==> src/tka_pkg.sv <==
// package for the typed key argsort block
// types, constants and the key mapping function; no dependencies
package tka_pkg;

  localparam int MaxItems = 64;
  localparam int IdxW = $clog2(MaxItems);
  localparam int CntW = $clog2(MaxItems + 1);
  localparam int KeyW = 64;

  typedef enum logic [2:0] {
    TYPE_INT32   = 3'd0,
    TYPE_UINT32  = 3'd1,
    TYPE_INT64   = 3'd2,
    TYPE_UINT64  = 3'd3,
    TYPE_FLOAT32 = 3'd4,
    TYPE_FLOAT64 = 3'd5
  } elem_type_t;

  typedef enum logic [1:0] {
    ST_LOAD,
    ST_SCAN,
    ST_EMIT
  } state_t;

  // one entry of the queue between front and back
  typedef struct packed {
    logic [KeyW-1:0] key;
    logic            last;
  } key_word_t;

  localparam logic [31:0] Sign32  = 32'h8000_0000;
  localparam logic [63:0] Sign64  = 64'h8000_0000_0000_0000;
  localparam logic [63:0] AllOnes = 64'hFFFF_FFFF_FFFF_FFFF;

  // map a raw bit pattern to an unsigned sortable key
  function automatic logic [63:0] make_key(input logic [63:0] raw, input logic [2:0] typ);
    logic [31:0] lo;
    logic [63:0] k;
    lo = raw[31:0];
    case (typ)
      TYPE_INT32:  k = {32'd0, lo ^ Sign32};
      TYPE_UINT32: k = {32'd0, lo};
      TYPE_INT64:  k = raw ^ Sign64;
      TYPE_FLOAT32: begin
        if (lo[30:23] == 8'hFF && lo[22:0] != 23'd0) k = AllOnes;
        else if (lo[31]) k = {32'd0, ~lo};
        else k = {32'd0, lo | Sign32};
      end
      TYPE_FLOAT64: begin
        if (raw[62:52] == 11'h7FF && raw[51:0] != 52'd0) k = AllOnes;
        else if (raw[63]) k = ~raw;
        else k = raw | Sign64;
      end
      default: k = raw;
    endcase
    return k;
  endfunction

endpackage

==> src/tka_front.sv <==
// front end: accepts words, maps them to keys, pushes into a two-entry queue
// depends on tka_pkg
module tka_front (
  input  logic                clk,
  input  logic                rst,
  input  logic                s_tvalid,
  output logic                s_tready,
  input  logic [63:0]         s_tdata,
  input  logic                s_tlast,
  input  logic [2:0]          elem_type,
  output tka_pkg::key_word_t  q_word,
  output logic                q_valid,
  input  logic                q_pop
);
  import tka_pkg::*;

  key_word_t   slot [2];
  logic        wr_ptr, rd_ptr;
  logic [1:0]  fill;
  logic        push;

  assign s_tready = (fill != 2'd2);
  assign push     = s_tvalid && s_tready;
  assign q_valid  = (fill != 2'd0);
  assign q_word   = slot[rd_ptr];

  // queue storage
  always_ff @(posedge clk) begin
    if (push) slot[wr_ptr] <= '{key: make_key(s_tdata, elem_type), last: s_tlast};
  end

  // queue pointers
  always_ff @(posedge clk) begin
    if (rst) begin
      wr_ptr <= 1'b0;
      rd_ptr <= 1'b0;
      fill   <= 2'd0;
    end else begin
      if (push) wr_ptr <= ~wr_ptr;
      if (q_pop) rd_ptr <= ~rd_ptr;
      fill <= fill + {1'b0, push} - {1'b0, q_pop};
    end
  end

endmodule

==> config.mk <==
export PLATFORM = sky130hd
export DESIGN_NAME = tka_front
export DESIGN_NICKNAME = d
export VERILOG_FILES = /design/src/tka_pkg.sv /design/src/tka_front.sv
export SDC_FILE = /design/constraint.sdc
export NUM_CORES = 1
export LEC_CHECK = 0
export BUFFER_PORTS_ARGS = -buffer_cell sky130_fd_sc_hd__buf_2
export CORE_MARGIN = 10
export CORE_UTILIZATION = 54
export DETAILED_ROUTE_END_ITERATION = 8
export GPL_TIMING_DRIVEN = 0
export PLACE_DENSITY = 0.91
export SKIP_CTS_REPAIR_TIMING = 1
export SYNTH_ARGS = -nofsm -noshare
export SYNTH_HDL_FRONTEND = slang
export SYNTH_SLANG_ARGS = --single-unit
==> constraint.sdc <==
create_clock -name clk -period 5.3 [get_ports clk]
set_input_delay 0.795 -clock clk [delete_from_list [all_inputs] [get_ports clk]]
set_output_delay 0.795 -clock clk [all_outputs]
set_load 0.03 [all_outputs]
==> metrics.md <==
| Metric | Value |
|---|---|
| # diodes | 0 |
| Post-synth top flop | edfxtp_1 |
| Input/output buffers | 137 |
| WP data arrival | 2440 ps |
| Total track usage | 18.6% |
| First-pass GRT wire length | 23.1 mm |
| Site Rows | 39 |
| R2r setup slk | 3320 ps |
| Die Ht | 127 µm |
| Tmin final | 3240 ps |
| Initial antenna violation count | 0 |
| Ports | 139 |
| Htree depth | 4 |
| Status | completed |
| Worst Setup End Kind | primary output |
| Post-Syn Instances | 427 |
| CP required | 4510 ps |
| Simple-Gate Fraction of Synth Area | 8.55% |
| Setup-failing EPs final | 0 |
| Via density per instance | 5.66 |
| Unique masters post-synth | 40 |
| Initial core utilization | 54.8% |
| Avg Inst Size Synth | 14.6 µm² |
| Yosys warns | 0 |
| Total gr overflow | 0 |
| Achievable frequency | 309 MHz |
| Met2 Track Usage GR | 30.1% |
| Worst Hold Class | flip-flop to flip-flop |
| Synth Area in XOR/XNOR | 4.78% |
| Pwr/cell area | 423 nW/µm² |
| Hold Crit Depth | 2 |
| Layout cells sized above 1 | 45.0% |
| Slew margin rel. | 38.5% |
| Worst r2r src | fill[0] |
| Startpoint Class | flip-flop |
| Crit share post-route | 61.0% |
| Largest net degree at the start of global routing | 66 |
| Mapped Nets | 502 |
| Reg-to-reg endpoint | slot[0][38] |
| Worst-path maximum fanout | 10 |
| Fill cells | 802 |
| Max Slew Vio Count | 0 |
| Final net count | 660 |
| Remaining antenna violation count | 0 |
| Drt pass-1 iters | 4 |
| Fin Clk Skew | 10.5 ps |
| Initial DRC count | 277 |
| Total wire length | 15.0 mm |
| Worst-path clk slew | 50 ps |
| Max-cap viol count | 0 |
| Synth Register Bits | 135 |
| Post-synth ARST share | 0% |
| Total number of vias | 4179 |
| Clk buf depth | 2 |
| GPL Wtd Cong | 0.810 |
| Wire per inst | 20.4 µm |
| Dpl cells | 709 |
| TritonCTS Buffers | 17 |
| Area of the mapped netlist | 6230 µm² |
| Worst R2R Path Depth | 5 |
| Root Driver | clkbuf_16 |
| RSZ-0062 raised after global routing | no |
| GR peak layer | met2 |
| HP Start | rd_ptr |
| Mux cell area share after synthesis | 12.1% |
| Main combinational cell family by area after synthesis | multiplexers |
| Synth Area in Adders | 0.602% |
| Die Width | 127 µm |
| DR DRC count | 0 |
| Clock Sinks | 135 |
| Grt met1 use | 20.5% |
| Die footprint | 16200 µm² |
| Peak supply drop | 321 µV |
| Worst skew pair latency | 420 ps |
| Post-synth EDFFs | 130 |
| Sequential fraction of the synthesis area | 64.2% |
| Core area | 11400 µm² |
| Commonest cells after routing, fill and taps aside | 141 x buf_2, 130 x edfxtp_1, 67 x nand2_1 |
| Worst-margin pin slew | 923 ps |
| Vias in the first global route | 4313 |
| Final hold vios | 0 |
| Min Hold Slack | 513 ps |
| Final non-filler cell total | 738 |
| Compound-Gate Fraction of Synth Area | 7.57% |
| P&R area growth vs syn | 22.9% |
| Most common cell after layout, fill and taps aside | buf_2 |
| Static leakage power | 0.00299 µW |
| Post-DP HPWL | 11.2 mm |
| Grt met3 use | 9.39% |
| Critical path class | flip-flop to primary output |
| TritonCTS clock tree | done |
worst max-delay path: stages (launching register included):
cell      delay [ps]
dfxtp_1          330
clkbuf_1         490
clkbuf_1         570
mux2_2           430
buf_2            190
cells in the mapped netlist (2+ instances only):
library cell,instances,share of area [%]
edfxtp_1,130,63
nand2_1,67,4.0
mux2_2,65,12
xnor2_1,32,4.5
o211ai_2,30,6.0
clkbuf_1,18,1.1
nor4_1,12,1.2
nor2_1,11,0.66
nand4_1,7,0.70
dfxtp_1,5,1.6
a21oi_1,4,0.32
buf_2,4,0.32
inv_1,4,0.24
buf_6,3,0.54
ha_1,3,0.60
mux2i_1,2,0.32
nand2b_1,2,0.20
nand3_1,2,0.16
nor3_1,2,0.16
o22ai_1,2,0.20
or2_2,2,0.20
xor2_1,2,0.28
registers in the layout (all words and copies together), names as in the netlist, named ones only:
signal and count:
wr_ptr 1, fill 2, rd_ptr 1, slot 130
power by group:
part	total, µW	switching [µW]	internal, µW
combinational	793	529	265
sequential	1430	41.2	1390
clock	1010	390	624
worst max path at each step:
stage / start / to / slack, ps / cells after the start
after floorplan: s_tvalid / slot[0][0] / 1200 / 2
after global placement: s_tvalid / slot[0][44] / -300 / 3
after detailed placement: flip-flop / q_word[42] / 2440 / 4
after CTS: flip-flop / q_word[42] / 1970 / 4
after global routing: flip-flop / q_word[42] / 1920 / 4
final: flip-flop / q_word[42] / 2060 / 4
stage by stage:
step                      area (µm²)  worst slack [ps]  power [µW]  setup TNS, ps  utilization, %
after global routing            7660              1920        3360              0            67.3
after global placement          7100              -302        2210         -19270            62.4
final                           7660              2060        3240              0            67.3
after detailed placement        7160              2440        2250              0            62.9
after floorplan                 6230              1200        1990              0               -
after CTS                       7660              1970        3270              0            67.3
per-layer routing:
layer  up-vias  wire, µm
met2       233      7220
met1      1974      5680
li1       1926         -
met3        46      1720
met5         -         0
met4         0       415
cells by family (layout without fill, tap and decap cells):
| logic type | count (synthesis) | in the layout |
|---|---|---|
| xor+xnor | 34 | 34 |
| mux | 67 | 67 |
| simple gates | 115 | 115 |
| compound gates | 44 | 44 |
| fa+ha+maj | 3 | 3 |
| flops | 135 | 135 |
| buf+inv | 29 | 197 |
area by class of cell:
cell class	instances	area [µm²]	share of cell area, %
inverters	4	15.0	0.196
multi-input cells	263	2100	27.5
clock inverters	8	60.1	0.784
repair buffers	139	733	9.58
clock buffers	21	440	5.75
well taps	143	179	2.34
flip-flops and latches	135	4000	52.3
plain buffers	25	121	1.58
Note: power is estimated with default switching activity, not from simulation.
